**config.mk**
```make
export PLATFORM = sky130hd
export DESIGN_NAME = serial_register_frame_engine
export DESIGN_NICKNAME = d
export VERILOG_FILES = /design/src/hw/rtl/srfe_pkg.sv /design/src/hw/rtl/srfe_ctrl.sv /design/src/hw/rtl/srfe_dp.sv /design/src/hw/rtl/serial_register_frame_engine.sv
export SDC_FILE = /design/constraint.sdc
export NUM_CORES = 1
export LEC_CHECK = 0
export ABC_CLOCK_PERIOD_IN_PS = 9200
export BUFFER_PORTS_ARGS = -buffer_cell sky130_fd_sc_hd__buf_4
export CAP_MARGIN = 20
export CORE_MARGIN = 2
export CORE_UTILIZATION = 45
export CTS_CLUSTER_DIAMETER = 80
export DETAILED_ROUTE_END_ITERATION = 12
export GPL_TIMING_DRIVEN = 0
export PLACE_DENSITY = 0.63
export SYNTH_ARGS = -nofsm -noshare
export SYNTH_HDL_FRONTEND = slang
export SYNTH_SLANG_ARGS = --single-unit
```
**constraint.sdc**
```tcl
create_clock -name clk -period 9.2 [get_ports clk]
set_clock_uncertainty 0.15 [all_clocks]
set_input_delay 0.46 -clock clk [delete_from_list [all_inputs] [get_ports clk]]
set_output_delay 0.46 -clock clk [all_outputs]
set_load 0.01 [all_outputs]
```
**src/hw/rtl/srfe_pkg.sv**
```systemverilog
// Shared types, constants and the CRC-8 byte step for the serial register frame engine.
`timescale 1ns / 1ps

package srfe_pkg;

	localparam int MAX_FRAME  = 64;
	localparam int WRAP_BYTES = 4;
	localparam int HDR_BYTES  = 3;
	localparam int PAY_DEPTH  = MAX_FRAME - WRAP_BYTES;
	localparam int LEN_LIMIT  = MAX_FRAME - WRAP_BYTES;
	localparam int CNT_W      = $clog2(MAX_FRAME + 1);
	localparam int PTR_W      = (PAY_DEPTH > 1) ? $clog2(PAY_DEPTH) : 1;

	localparam logic [7:0] CRC_POLY = 8'h07;
	localparam logic [7:0] CRC_TOP  = 8'h80;

	localparam logic [1:0] RD_LAST_IDX = 2'd2;
	localparam logic [1:0] WR_LAST_IDX = 2'd3;

	typedef enum logic [1:0] {
		FN_READ   = 2'd0,
		FN_WRITE  = 2'd1,
		FN_RXBYTE = 2'd2,
		FN_RXEND  = 2'd3
	} func_t;

	typedef enum logic [1:0] {
		KIND_TX      = 2'd0,
		KIND_PAYLOAD = 2'd1,
		KIND_STATUS  = 2'd2
	} kind_t;

	typedef enum logic [1:0] {
		STS_OK           = 2'd0,
		STS_ILLEGAL_LEN  = 2'd1,
		STS_LEN_MISMATCH = 2'd2,
		STS_CRC_FAIL     = 2'd3
	} status_t;

	typedef enum logic [1:0] {
		PH_IDLE  = 2'd0,
		PH_READ  = 2'd1,
		PH_WRITE = 2'd2
	} phase_t;

	// Source of the next result item
	typedef enum logic [1:0] {
		SEL_CMD  = 2'd0,
		SEL_STAT = 2'd1,
		SEL_PAY  = 2'd2
	} sel_t;

	typedef struct packed {
		logic [1:0] func;
		logic [6:0] module_address;
		logic [7:0] reg_address;
		logic [7:0] read_length;
		logic [7:0] data_byte;
	} in_item_t;

	typedef struct packed {
		logic [1:0] kind;
		logic [7:0] out_byte;
		logic [1:0] status;
		logic [6:0] received_count;
		logic       last;
	} out_item_t;

	// Controller to datapath
	typedef struct packed {
		logic       accept;
		logic       emit;
		sel_t       sel;
		logic [1:0] idx;
		logic       fetch;
	} dp_cmd_t;

	// Datapath to controller
	typedef struct packed {
		logic [1:0] func;
		logic       rd_illegal;
		logic       end_none;
		logic       end_payload;
		logic       is_write;
		logic       load_ok;
		logic       pay_last;
	} dp_sts_t;

	function automatic logic [7:0] crc_step(input logic [7:0] crc, input logic [7:0] b);
		logic [7:0] c;
		c = crc ^ b;
		for (int i = 0; i < 8; i++) begin
			if ((c & CRC_TOP) != 8'h00) begin
				c = {c[6:0], 1'b0} ^ CRC_POLY;
			end else begin
				c = {c[6:0], 1'b0};
			end
		end
		return c;
	endfunction

endpackage

```
**src/hw/rtl/srfe_ctrl.sv**
```systemverilog
// Controller state machine: sequences command bytes, status items and payload readout.
`timescale 1ns / 1ps

module srfe_ctrl (
	input  logic             clk,
	input  logic             arst_n,
	input  logic             cmd_valid,
	output logic             cmd_ready,
	input  srfe_pkg::dp_sts_t sts,
	output srfe_pkg::dp_cmd_t cmd
);
	import srfe_pkg::*;

	typedef enum logic [4:0] {
		S_IDLE  = 5'b00001,
		S_CMD   = 5'b00010,
		S_STAT  = 5'b00100,
		S_FETCH = 5'b01000,
		S_PAY   = 5'b10000
	} state_t;

	state_t     state_q, state_d;
	logic [1:0] idx_q, idx_d;
	logic [1:0] last_idx;

	assign cmd_ready = (state_q == S_IDLE);
	assign last_idx  = sts.is_write ? WR_LAST_IDX : RD_LAST_IDX;

	always_comb begin
		state_d    = state_q;
		idx_d      = idx_q;
		cmd.accept = 1'b0;
		cmd.emit   = 1'b0;
		cmd.sel    = SEL_CMD;
		cmd.idx    = idx_q;
		cmd.fetch  = 1'b0;
		case (state_q)
			S_IDLE: begin
				idx_d = 2'd0;
				if (cmd_valid) begin
					cmd.accept = 1'b1;
					case (sts.func)
						FN_READ:   state_d = sts.rd_illegal ? S_STAT : S_CMD;
						FN_WRITE:  state_d = S_CMD;
						FN_RXEND: begin
							if (sts.end_none) begin
								state_d = S_IDLE;
							end else if (sts.end_payload) begin
								state_d = S_FETCH;
							end else begin
								state_d = S_STAT;
							end
						end
						default:   state_d = S_IDLE;
					endcase
				end
			end
			S_CMD: begin
				cmd.sel  = SEL_CMD;
				cmd.emit = sts.load_ok;
				if (sts.load_ok) begin
					if (idx_q == last_idx) begin
						state_d = S_IDLE;
					end else begin
						idx_d = idx_q + 2'd1;
					end
				end
			end
			S_STAT: begin
				cmd.sel  = SEL_STAT;
				cmd.emit = sts.load_ok;
				if (sts.load_ok) begin
					state_d = S_IDLE;
				end
			end
			S_FETCH: begin
				cmd.sel   = SEL_PAY;
				cmd.fetch = 1'b1;
				state_d   = S_PAY;
			end
			S_PAY: begin
				cmd.sel  = SEL_PAY;
				cmd.emit = sts.load_ok;
				if (sts.load_ok && sts.pay_last) begin
					state_d = S_IDLE;
				end
			end
			default: begin
				state_d = S_IDLE;
			end
		endcase
	end

	always_ff @(posedge clk or negedge arst_n) begin
		if (!arst_n) begin
			state_q <= S_IDLE;
			idx_q   <= 2'd0;
		end else begin
			state_q <= state_d;
			idx_q   <= idx_d;
		end
	end

endmodule

```
**src/hw/rtl/srfe_dp.sv**
```systemverilog
// Datapath: frame state, running CRC, payload memory and the result register.
`timescale 1ns / 1ps

module srfe_dp (
	input  logic                clk,
	input  logic                arst_n,
	input  srfe_pkg::in_item_t  cmd_item,
	output logic                res_valid,
	input  logic                res_ready,
	output srfe_pkg::out_item_t res_item,
	input  srfe_pkg::dp_cmd_t   cmd,
	output srfe_pkg::dp_sts_t   sts
);
	import srfe_pkg::*;

	phase_t           phase_q;
	logic [CNT_W-1:0] exp_q;
	logic [CNT_W-1:0] cnt_q;
	logic [7:0]       crc_q;
	logic [7:0]       fcb_q;
	logic [7:0]       sent_q;
	logic [7:0]       wcrc_q;
	in_item_t         item_q;
	logic [1:0]       stat_q;
	logic [CNT_W-1:0] stat_cnt_q;
	logic [PTR_W-1:0] pay_last_q;
	logic [PTR_W-1:0] ptr_q;
	logic [PTR_W-1:0] raddr;
	logic [7:0]       rdata_q;
	logic [7:0]       mem [PAY_DEPTH];
	out_item_t        out_q;
	logic             out_valid_q;

	logic             load_ok;
	logic             rx_take;
	logic             rx_store;
	logic             rx_full;
	logic             rd_crc_ok;
	logic [1:0]       end_status;
	logic [7:0]       cmd_byte;
	logic [7:0]       b0;
	logic             cmd_last;
	out_item_t        nxt;

	assign load_ok   = !out_valid_q || res_ready;
	assign res_valid = out_valid_q;
	assign res_item  = out_q;

	assign rx_full   = (cnt_q >= exp_q);
	assign rd_crc_ok = (crc_q == fcb_q);

	assign sts.func        = cmd_item.func;
	assign sts.rd_illegal  = ({1'b0, cmd_item.read_length} > 9'(LEN_LIMIT));
	assign sts.end_none    = (phase_q == PH_IDLE);
	assign sts.end_payload = (phase_q == PH_READ) && rx_full && rd_crc_ok &&
		(exp_q != CNT_W'(WRAP_BYTES));
	assign sts.is_write    = (item_q.func == FN_WRITE);
	assign sts.load_ok     = load_ok;
	assign sts.pay_last    = (ptr_q == pay_last_q);

	// Status an end of receive reports as a single item
	always_comb begin
		if (!rx_full) begin
			end_status = STS_LEN_MISMATCH;
		end else if (phase_q == PH_WRITE) begin
			end_status = (fcb_q != sent_q) ? STS_CRC_FAIL : STS_OK;
		end else if (!rd_crc_ok) begin
			end_status = STS_CRC_FAIL;
		end else begin
			end_status = STS_OK;
		end
	end

	assign rx_take  = cmd.accept && (cmd_item.func == FN_RXBYTE) &&
		(phase_q != PH_IDLE) && !rx_full;
	assign rx_store = rx_take && (cnt_q + CNT_W'(1) != exp_q) && (phase_q == PH_READ) &&
		(cnt_q >= CNT_W'(HDR_BYTES));

	always_ff @(posedge clk or negedge arst_n) begin
		if (!arst_n) begin
			phase_q    <= PH_IDLE;
			exp_q      <= '0;
			cnt_q      <= '0;
			crc_q      <= 8'h00;
			fcb_q      <= 8'h00;
			sent_q     <= 8'h00;
			wcrc_q     <= 8'h00;
			stat_q     <= STS_OK;
			stat_cnt_q <= '0;
			pay_last_q <= '0;
			ptr_q      <= '0;
		end else begin
			if (cmd.accept) begin
				case (cmd_item.func)
					FN_READ: begin
						stat_q     <= STS_ILLEGAL_LEN;
						stat_cnt_q <= '0;
						if (sts.rd_illegal) begin
							phase_q <= PH_IDLE;
						end else begin
							phase_q <= PH_READ;
							exp_q   <= CNT_W'(cmd_item.read_length) + CNT_W'(WRAP_BYTES);
							cnt_q   <= '0;
							crc_q   <= 8'h00;
							fcb_q   <= 8'h00;
						end
					end
					FN_WRITE: begin
						phase_q <= PH_WRITE;
						exp_q   <= CNT_W'(WRAP_BYTES);
						cnt_q   <= '0;
						crc_q   <= 8'h00;
						fcb_q   <= 8'h00;
						wcrc_q  <= 8'h00;
					end
					FN_RXBYTE: begin
						if (rx_take) begin
							if (cnt_q + CNT_W'(1) == exp_q) begin
								fcb_q <= cmd_item.data_byte;
							end else begin
								crc_q <= crc_step(crc_q, cmd_item.data_byte);
							end
							cnt_q <= cnt_q + CNT_W'(1);
						end
					end
					default: begin
						stat_q     <= end_status;
						stat_cnt_q <= cnt_q;
						pay_last_q <= PTR_W'(exp_q - CNT_W'(WRAP_BYTES) - CNT_W'(1));
						phase_q    <= PH_IDLE;
					end
				endcase
			end
			// Accumulate the write CRC as its bytes go out; latch it with the CRC byte
			if (cmd.emit && (cmd.sel == SEL_CMD) && (item_q.func == FN_WRITE)) begin
				if (cmd.idx == WR_LAST_IDX) begin
					sent_q <= wcrc_q;
				end else begin
					wcrc_q <= crc_step(wcrc_q, cmd_byte);
				end
			end
			if (cmd.fetch) begin
				ptr_q <= '0;
			end else if (cmd.emit && (cmd.sel == SEL_PAY) && !sts.pay_last) begin
				ptr_q <= ptr_q + PTR_W'(1);
			end
		end
	end

	always_ff @(posedge clk) begin
		if (cmd.accept) begin
			item_q <= cmd_item;
		end
	end

	// Payload memory: one write port, one registered read port
	always_ff @(posedge clk) begin
		if (rx_store) begin
			mem[PTR_W'(cnt_q - CNT_W'(HDR_BYTES))] <= cmd_item.data_byte;
		end
	end

	always_comb begin
		if (cmd.fetch) begin
			raddr = '0;
		end else if (cmd.emit && (cmd.sel == SEL_PAY) && !sts.pay_last) begin
			raddr = ptr_q + PTR_W'(1);
		end else begin
			raddr = ptr_q;
		end
	end

	always_ff @(posedge clk) begin
		rdata_q <= mem[raddr];
	end

	assign b0 = {item_q.module_address, (item_q.func == FN_WRITE)};

	always_comb begin
		case (cmd.idx)
			2'd0:    cmd_byte = b0;
			2'd1:    cmd_byte = item_q.reg_address;
			2'd2:    cmd_byte = sts.is_write ? item_q.data_byte : item_q.read_length;
			default: cmd_byte = wcrc_q;
		endcase
	end

	assign cmd_last = (cmd.idx == (sts.is_write ? WR_LAST_IDX : RD_LAST_IDX));

	always_comb begin
		nxt = '0;
		case (cmd.sel)
			SEL_CMD: begin
				nxt.kind     = KIND_TX;
				nxt.out_byte = cmd_byte;
				nxt.last     = cmd_last;
			end
			SEL_STAT: begin
				nxt.kind           = KIND_STATUS;
				nxt.status         = stat_q;
				nxt.received_count = 7'(stat_cnt_q);
				nxt.last           = 1'b1;
			end
			SEL_PAY: begin
				nxt.kind     = KIND_PAYLOAD;
				nxt.out_byte = rdata_q;
				if (sts.pay_last) begin
					nxt.status         = STS_OK;
					nxt.received_count = 7'(stat_cnt_q);
					nxt.last           = 1'b1;
				end
			end
			default: begin
				nxt = '0;
			end
		endcase
	end

	always_ff @(posedge clk or negedge arst_n) begin
		if (!arst_n) begin
			out_valid_q <= 1'b0;
		end else if (cmd.emit) begin
			out_valid_q <= 1'b1;
		end else if (res_ready) begin
			out_valid_q <= 1'b0;
		end
	end

	always_ff @(posedge clk) begin
		if (cmd.emit) begin
			out_q <= nxt;
		end
	end

endmodule

```
**src/hw/rtl/serial_register_frame_engine.sv**
```systemverilog
// Serial register frame engine: command/receive items in, transmit/payload/status items out.
//
// Usage: drive one item on cmd_item with cmd_valid; it is taken when cmd_ready is high.
// Read and write commands produce the request bytes to transmit (kind TX), an illegal-length
// read one status item instead; received bytes update the frame CRC and fill the payload
// memory; a receive-end item with a frame pending produces either one status item or the
// payload bytes, the last of which carries status and count. Results leave through a single
// output register on res_valid/res_ready; the first result of an item reaches it after the
// controller state register, a payload readout after a fetch from the payload memory.
// Received bytes and items without results are taken one per cycle while cmd_ready is high.
// A command emits its three (read) or four (write) request bytes; a payload readout first
// fetches, then emits its N payload bytes. The controller emits one item per cycle through
// the output register and the payload memory read port while the receiver does not stall.
// cmd_ready is low while results of the current item are still being emitted; an item
// may be accepted while the last result still waits in the output register.
// A stalled receiver holds the output register and the sequencer until res_ready.
// Reset: asynchronous and active low; the engine returns idle with no frame pending.
// No clearing pass is needed: payload entries are always written before they are read.
`timescale 1ns / 1ps

module serial_register_frame_engine (
	input  logic                clk,
	input  logic                arst_n,
	input  logic                cmd_valid,
	output logic                cmd_ready,
	input  srfe_pkg::in_item_t  cmd_item,
	output logic                res_valid,
	input  logic                res_ready,
	output srfe_pkg::out_item_t res_item
);
	import srfe_pkg::*;

	dp_cmd_t dcmd;
	dp_sts_t dsts;

	srfe_ctrl u_ctrl (
		.clk       (clk),
		.arst_n    (arst_n),
		.cmd_valid (cmd_valid),
		.cmd_ready (cmd_ready),
		.sts       (dsts),
		.cmd       (dcmd)
	);

	srfe_dp u_dp (
		.clk       (clk),
		.arst_n    (arst_n),
		.cmd_item  (cmd_item),
		.res_valid (res_valid),
		.res_ready (res_ready),
		.res_item  (res_item),
		.cmd       (dcmd),
		.sts       (dsts)
	);

endmodule

```
Word level (Yosys, flattened, before mapping) --
Memories as Yosys holds them, arrays and structs flattened. A register that Yosys moved wholly into a read port is not among the register bits. Index checks and enable logic that the tools add are counted.
Operators by class: add/sub/neg operators 7, multipliers 0, divide/modulo/power cells 0, $lt $le $gt $ge 3, equality and inequality tests 33, shifts and indexed selects 0, multiplexer cells 114, bitwise logic cells 21, reduce and logical (&&, ||, !) cells 41
Operators with widths (number):
- 2-to-1 mux 8 bit | 53
- one-hot mux 8 bit (3 select lines) | 3
- 2-to-1 mux 3 bit | 17
- inverter 3 bit | 16
- one-hot mux 7 bit (2 select lines) | 2
- 2-to-1 mux 5 bit | 5
- one-hot mux 5 bit (5 select lines) | 1
- 2-to-1 mux 7 bit | 3
- one-hot mux 7 bit (3 select lines) | 1
- one-hot mux 9 bit (2 select lines) | 1
- one-hot mux 2 bit (2 select lines) | 4
- one-hot mux 8 bit (2 select lines) | 1
- bitwise XOR 8 bit | 2
- one-hot mux 5 bit (3 select lines) | 1
- AND reduction 5 bit | 3
- logical AND 1 bit | 14
- == test 2 bit, second input constant | 6
- 2-to-1 mux 2 bit | 6
- 2-to-1 mux 6 bit | 2
- == test 2 x 1 -> 1 bit, second input constant | 5
- 2-to-1 mux 1 bit | 10
- != test 2 x 1 -> 1 bit, second input constant | 5
- != test 2 bit, second input constant | 5
- == test 8 bit | 1
- other kinds (35) | 52
Storage, ports and cells: flip-flop bits (word level) 130, bits in latches 0, RAM bits 480, bits in read-only memories 0, bits of input ports 37, output and inout bits 22, word-level logic and storage cells 244, memories kept 1
Memory list:
- u_dp.mem | words 60, bits a word 8, read ports 1, clocked after Yosys merged registers in 1, write ports 1, RTL line srfe_dp.sv:30 | logic [7:0] mem [PAY_DEPTH];

Logic depth before layout (Yosys ltp) --
depth in word-level cells 49, mapped depth 16, depth with buffers taken out 13

Cells and area by module --
A second synthesis with hierarchy kept.
Unflattened totals: cell total of the unflattened synthesis 1796, area, all modules 26994.6 um^2
By module, submodules not included:
- srfe_dp | times used 1, cells an instance 1737, area each 26489.2 um^2, sequential area each 17917.2 um^2
- srfe_ctrl | times used 1, cells an instance 59, area each 505.5 um^2, sequential area each 176.4 um^2

Least setup slack after synthesis --
No wires, ideal clock.
path kind reg2reg, from register u_dp.cnt_q[0], to memory u_dp.mem[18][0] (enable), setup time 0.370 ns, data arrival time 3.296 ns, data required time 8.680 ns, path slack 5.384 ns, cell stages (with the launch flop) 14, buffers on the path 2, path through dfrtp_1 -> clkbuf_1 -> inv_1 -> ha_1 -> nand2b_1 -> a21o_1 -> a21o_1 -> a211oi_1 -> o21bai_1 -> a211oi_2 -> nand3_1 -> or3_1 -> clkbuf_1 -> nor2_1
On the way: longest elaborated chain between the ends 8, elaborated cells between the ends (all ways) 12, classes of those cells add/sub: 2; order compare: 2; eq/ne: 1; mux: 2; reduce/logical: 5
Ends and longest elaborated chain:
- start: declaration | RTL line srfe_dp.sv:18 | logic [CNT_W-1:0] cnt_q;
- start signal: assignment | RTL line srfe_dp.sv:123 | cnt_q <= cnt_q + CNT_W'(1);
- parallel branches: the longest is 8 deep, another holds adder 7 x 1 -> 7 bit
- end: declaration | RTL line srfe_dp.sv:30
Several ways; the timed one is not identified.

Worst setup path after layout --
from register u_ctrl.state_q[2], to register u_dp.rdata_q[1] (read register of u_dp.mem)
On the way: longest elaborated chain between the ends 8, elaborated cells between the ends (all ways) 14, classes of those cells eq/ne: 5; mux: 5; reduce/logical: 4
Ends and longest elaborated chain:
- start: declaration | RTL line srfe_ctrl.sv:22 | state_t state_q, state_d;
- start signal: assignment | RTL line srfe_ctrl.sv:99 | state_q <= state_d;
- == test 5 x 4 -> 1 bit or == test 5 bit (tied branches) | RTL line srfe_ctrl.sv:37 | case (state_q)
- OR reduction 2 bit (no source line)
- one-hot mux 2 bit (2 select lines) | RTL line srfe_ctrl.sv:37
- == test 2 bit | RTL line srfe_dp.sv:166 | end else if (cmd.emit && (cmd.sel == SEL_PAY) && !sts.pay_last) begin
- logical AND 1 bit (2 in a row) | RTL line srfe_dp.sv:166
- 2-to-1 mux 6 bit | RTL line srfe_dp.sv:166
- 2-to-1 mux 6 bit * | RTL line srfe_dp.sv:164 | if (cmd.fetch) begin
- end: declaration | RTL line srfe_dp.sv:29 | logic [7:0] rdata_q;
Every way passes the cells marked *; elsewhere a longest branch is shown, timed or not. A chain may end at the register's enable or synchronous reset.

==> impl_metrics.csv <==
group,metric,value,unit
layout,post_route_cells_drive_above_1_share,10.8,%
drt,post_drt_wl_per_cell,26.3,um
floorplanning,die_w,246,um
place,hpwlAfterDp,52600,um
timing,postLayoutSetupSlackWorst,3.85,ns
layout,synthToLayoutAreaGrowth,14.4,%
logic_synthesis,synthesized_netlist_cell_count,2053,
worst_setup_path,timing.setup.critical_path_class,"flip-flop to flip-flop",
floorplanning,design.core.area,57800,um2
grt,grt_pass1_wl,116000,um
logic_synthesis,yosys_warnings,0,
logic_synthesis,synth_area,26400,um2
clock_tree,ctsResizeCount,0,
worst_hold_path,hp-class,"primary input to flip-flop",
clock_tree,clock_sink_count,618,
place,gp_congestion,0.965,
layout,most_frequent_standard_cell_in_the_layout_excluding_fill_and_tap_cells,"sky130_fd_sc_hd__edfxtp_1",
floorplanning,die-area,60500,um2
power_and_ir_drop,power.leakage,0.0104,uW
logic_synthesis,yosysSeqAreaShare,68.6,%
drt,totalWireLength,79700,um
timing,slew-limit-headroom,32.0,%
logic_synthesis,yosysUniqueCellTypes,68,
grt,first_global_vias,17500,
floorplanning,die_h,246,um
logic_synthesis,synth_top_area_cells,"sky130_fd_sc_hd__edfxtp_1, sky130_fd_sc_hd__dfrtp_1, sky130_fd_sc_hd__nand2_1",
place,dpl_worst_slack,4.05,ns
grt,gr-total-overflow,0,
drt,detail_route.first_pass.iterations,5,
logic_synthesis,synthesis.area_per_instance,12.8,um2
worst_setup_path,start_kind,"flip-flop",
logic_synthesis,synthesis.nets,2117,
clock_tree,post_cts.repair.setup_buffers,0,
grt,grt.total_usage,26.4,%
worst_setup_path,crit_path_max_fanout,12,
logic_synthesis,synth-main-ff-cell,"sky130_fd_sc_hd__edfxtp_1",
timing,rsz_0062_raised_after_global_routing,"false",
timing,finalSetupViolations,0,
power_and_ir_drop,pwr_density_cell,223,nW/um2
drt,first_iter_violations,2563,
clock_tree,cts-root-to-sink-buffers,3,
drt,drc,0,
power_and_ir_drop,vdd.ir_drop.worst,0.149,mV
worst_setup_path,rr_worst_depth,14,
layout,fill_cell_count,4898,
clock_tree,cts.reportedPaths.clkPinSlew,0.06,ns
clock_tree,cts_hold_repair.buffers,27,
worst_setup_path,cp.arrival,5.70,ns
timing,slew_viols_final,0,
logic_synthesis,synth_async_sr_flop_share,12.5,%
clock_tree,clock_latency,0.64,ns
timing,hold_violations,0,
timing,worst_pin_slew,1.02,ns
worst_setup_path,critPathCaptureType,"flip-flop",
logic_synthesis,synth-seq-cells,618,
logic_synthesis,synth_largest_area_cell,"sky130_fd_sc_hd__edfxtp_1",
clock_tree,cts_buffers,61,
status,outcome,"finished, final reports clean",
drt,postRouteAntennaNets,0,
layout,layout.nets,2272,
clock_tree,htreeDepth,2,
drt,vias,18300,
logic_synthesis,synth_edf_count,533,
timing,timing.setup.tns,0,ns
logic_synthesis,synth_top_area_share,60.7,%
job,maxCapViolations,0,
place,portBuffers,58,
floorplanning,pin_count,59,
worst_hold_path,worst_hold_path.num_cells,3,
drt,routed_via_density,6.03,
floorplanning,starting_density_of_the_core,45.6,%
layout,layout_common_cells,"sky130_fd_sc_hd__edfxtp_1, sky130_fd_sc_hd__nand2_1, sky130_fd_sc_hd__a21oi_1",
timing,final_min_period_over_clock_period,58.2,%
clock_tree,tritoncts_clock_tree,"done",
worst_setup_path,worst-endpoint-required,9.55,ns
timing,clock.fmax,187,MHz
grt,grt_max_degree,78,
floorplanning,core.rowCount,88,
clock_tree,clock-root-buffer,"sky130_fd_sc_hd__clkbuf_16",
grt,initial_antenna_violation_count,4,
timing,min_period,5.35,ns
-- power breakdown --
group	internal (uW)	total (uW)	switching (uW)
clock network	1470	2540	1070
registers	3180	3300	123
logic	339	883	544
total	4990	6730	1740
-- metrics by stage --
stage                     cells  power [uW]  hold slack (ns)  instance area (um2)  utilization [%]
final                      3026        6730           0.0714                30100             52.1
after global routing       3024        6970           0.0936                30100             52.1
after CTS                  3021        6730           0.0571                30100             52.1
after detailed placement   2880        4220            0.320                27800             48.1
after global placement     2876        4190            0.315                27800             48.0
after floorplan            2053        3910           0.0144                26400                -
-- state kept, by name, indices dropped and copies added, names as in the netlist --
signal and cells:
u_ctrl.idx_q 2, u_ctrl.state_q 5, u_dp.b0 7, u_dp.cnt_q 7, u_dp.crc_q 8, u_dp.exp_q 7, u_dp.fcb_q 8, u_dp.item_q 26
u_dp.mem 480, u_dp.pay_last_q 6, u_dp.phase_q 2, u_dp.ptr_q 6, u_dp.rdata_q 8, u_dp.res_item 20, u_dp.res_valid 1, u_dp.sent_q 8
u_dp.stat_cnt_q 7, u_dp.stat_q 2, u_dp.wcrc_q 8
-- critical path: stages (launching register included) --
cell and delay, ns:
sky130_fd_sc_hd__dfrtp_1 0.40, sky130_fd_sc_hd__nor2b_1 0.22, sky130_fd_sc_hd__and3b_1 0.20, sky130_fd_sc_hd__clkbuf_1 0.42, sky130_fd_sc_hd__inv_1 0.19, sky130_fd_sc_hd__ha_1 0.32, sky130_fd_sc_hd__nand2_1 0.12, sky130_fd_sc_hd__mux2i_2 0.52
sky130_fd_sc_hd__inv_2 0.24, sky130_fd_sc_hd__nor2_2 0.80, sky130_fd_sc_hd__buf_2 0.57, sky130_fd_sc_hd__a32oi_1 0.13, sky130_fd_sc_hd__a21oi_1 0.48, sky130_fd_sc_hd__nor3_1 0.09, sky130_fd_sc_hd__a32o_1 0.34
-- area by class of cell --
class | count | area (um2) | share of cell area (%)
Sequential cell | 618 | 18100 | 60.0
Multi-Input combinational cell | 1298 | 7650 | 25.4
Clock buffer | 74 | 1620 | 5.37
Tap cell | 765 | 957 | 3.18
Timing Repair Buffer | 92 | 787 | 2.61
Buffer | 106 | 502 | 1.66
Clock inverter | 40 | 414 | 1.37
Inverter | 31 | 116 | 0.386
Antenna cell | 2 | 5.00 | 0.0166
-- Yosys cell counts (all sizes together) (8+ instances only) --
master	n
ha	27
and2	14
a21oi	130
nand2	362
a32oi	20
a31oi	17
dfrtp	76
nor3	27
o21ai	77
nand3	100
dfxtp	8
nor2	127
mux2i	101
a21o	12
inv	30
edfxtp	533
buf	69
nand2b	12
o22ai	12
nand4	11
clkbuf	37
a221oi	26
xnor2	37
o31ai	13
nor2b	13
xor2	35
mux2	18
nor4	11
a22oi	26
-- logic make-up after synthesis --
kind of cell    after synthesis  synth area share, %
xor+xnor                     72                 2.39
fa+ha+maj                    27                 1.28
buf+inv                     137                 2.34
compound gates              380                 9.17
mux                         119                 4.63
flops                       618                 68.6
simple gates                700                 11.5
-- routing by layer --
metal  GRT usage, %  wire length [um]  vias up  share of wire [%]
met2           40.3             35700     1134                 45
met3           5.15              8540      175                 11
met5              0                27        -              0.034
li1               -                 -     7923                  -
met4           10.2              3140        4                3.9
met1           37.5             32300     9020                 41
-- worst paths after layout --
check / startpoint / to / slack [ns]
worst min register to register: u_dp.stat_cnt_q[5] / u_dp.stat_cnt_q[5] / 0.33
worst max register to register: u_ctrl.state_q[2] / u_dp.rdata_q[1] / 3.85
max in group asynchronous: arst_n / u_ctrl.state_q[0] / 8.22
worst min-delay path: res_ready / u_dp.res_valid / 0.07
min in group asynchronous: arst_n / u_dp.cnt_q[2] / 0.08
worst max-delay path: u_ctrl.state_q[2] / u_dp.rdata_q[1] / 3.85
Power figures use the tool's default switching activity.
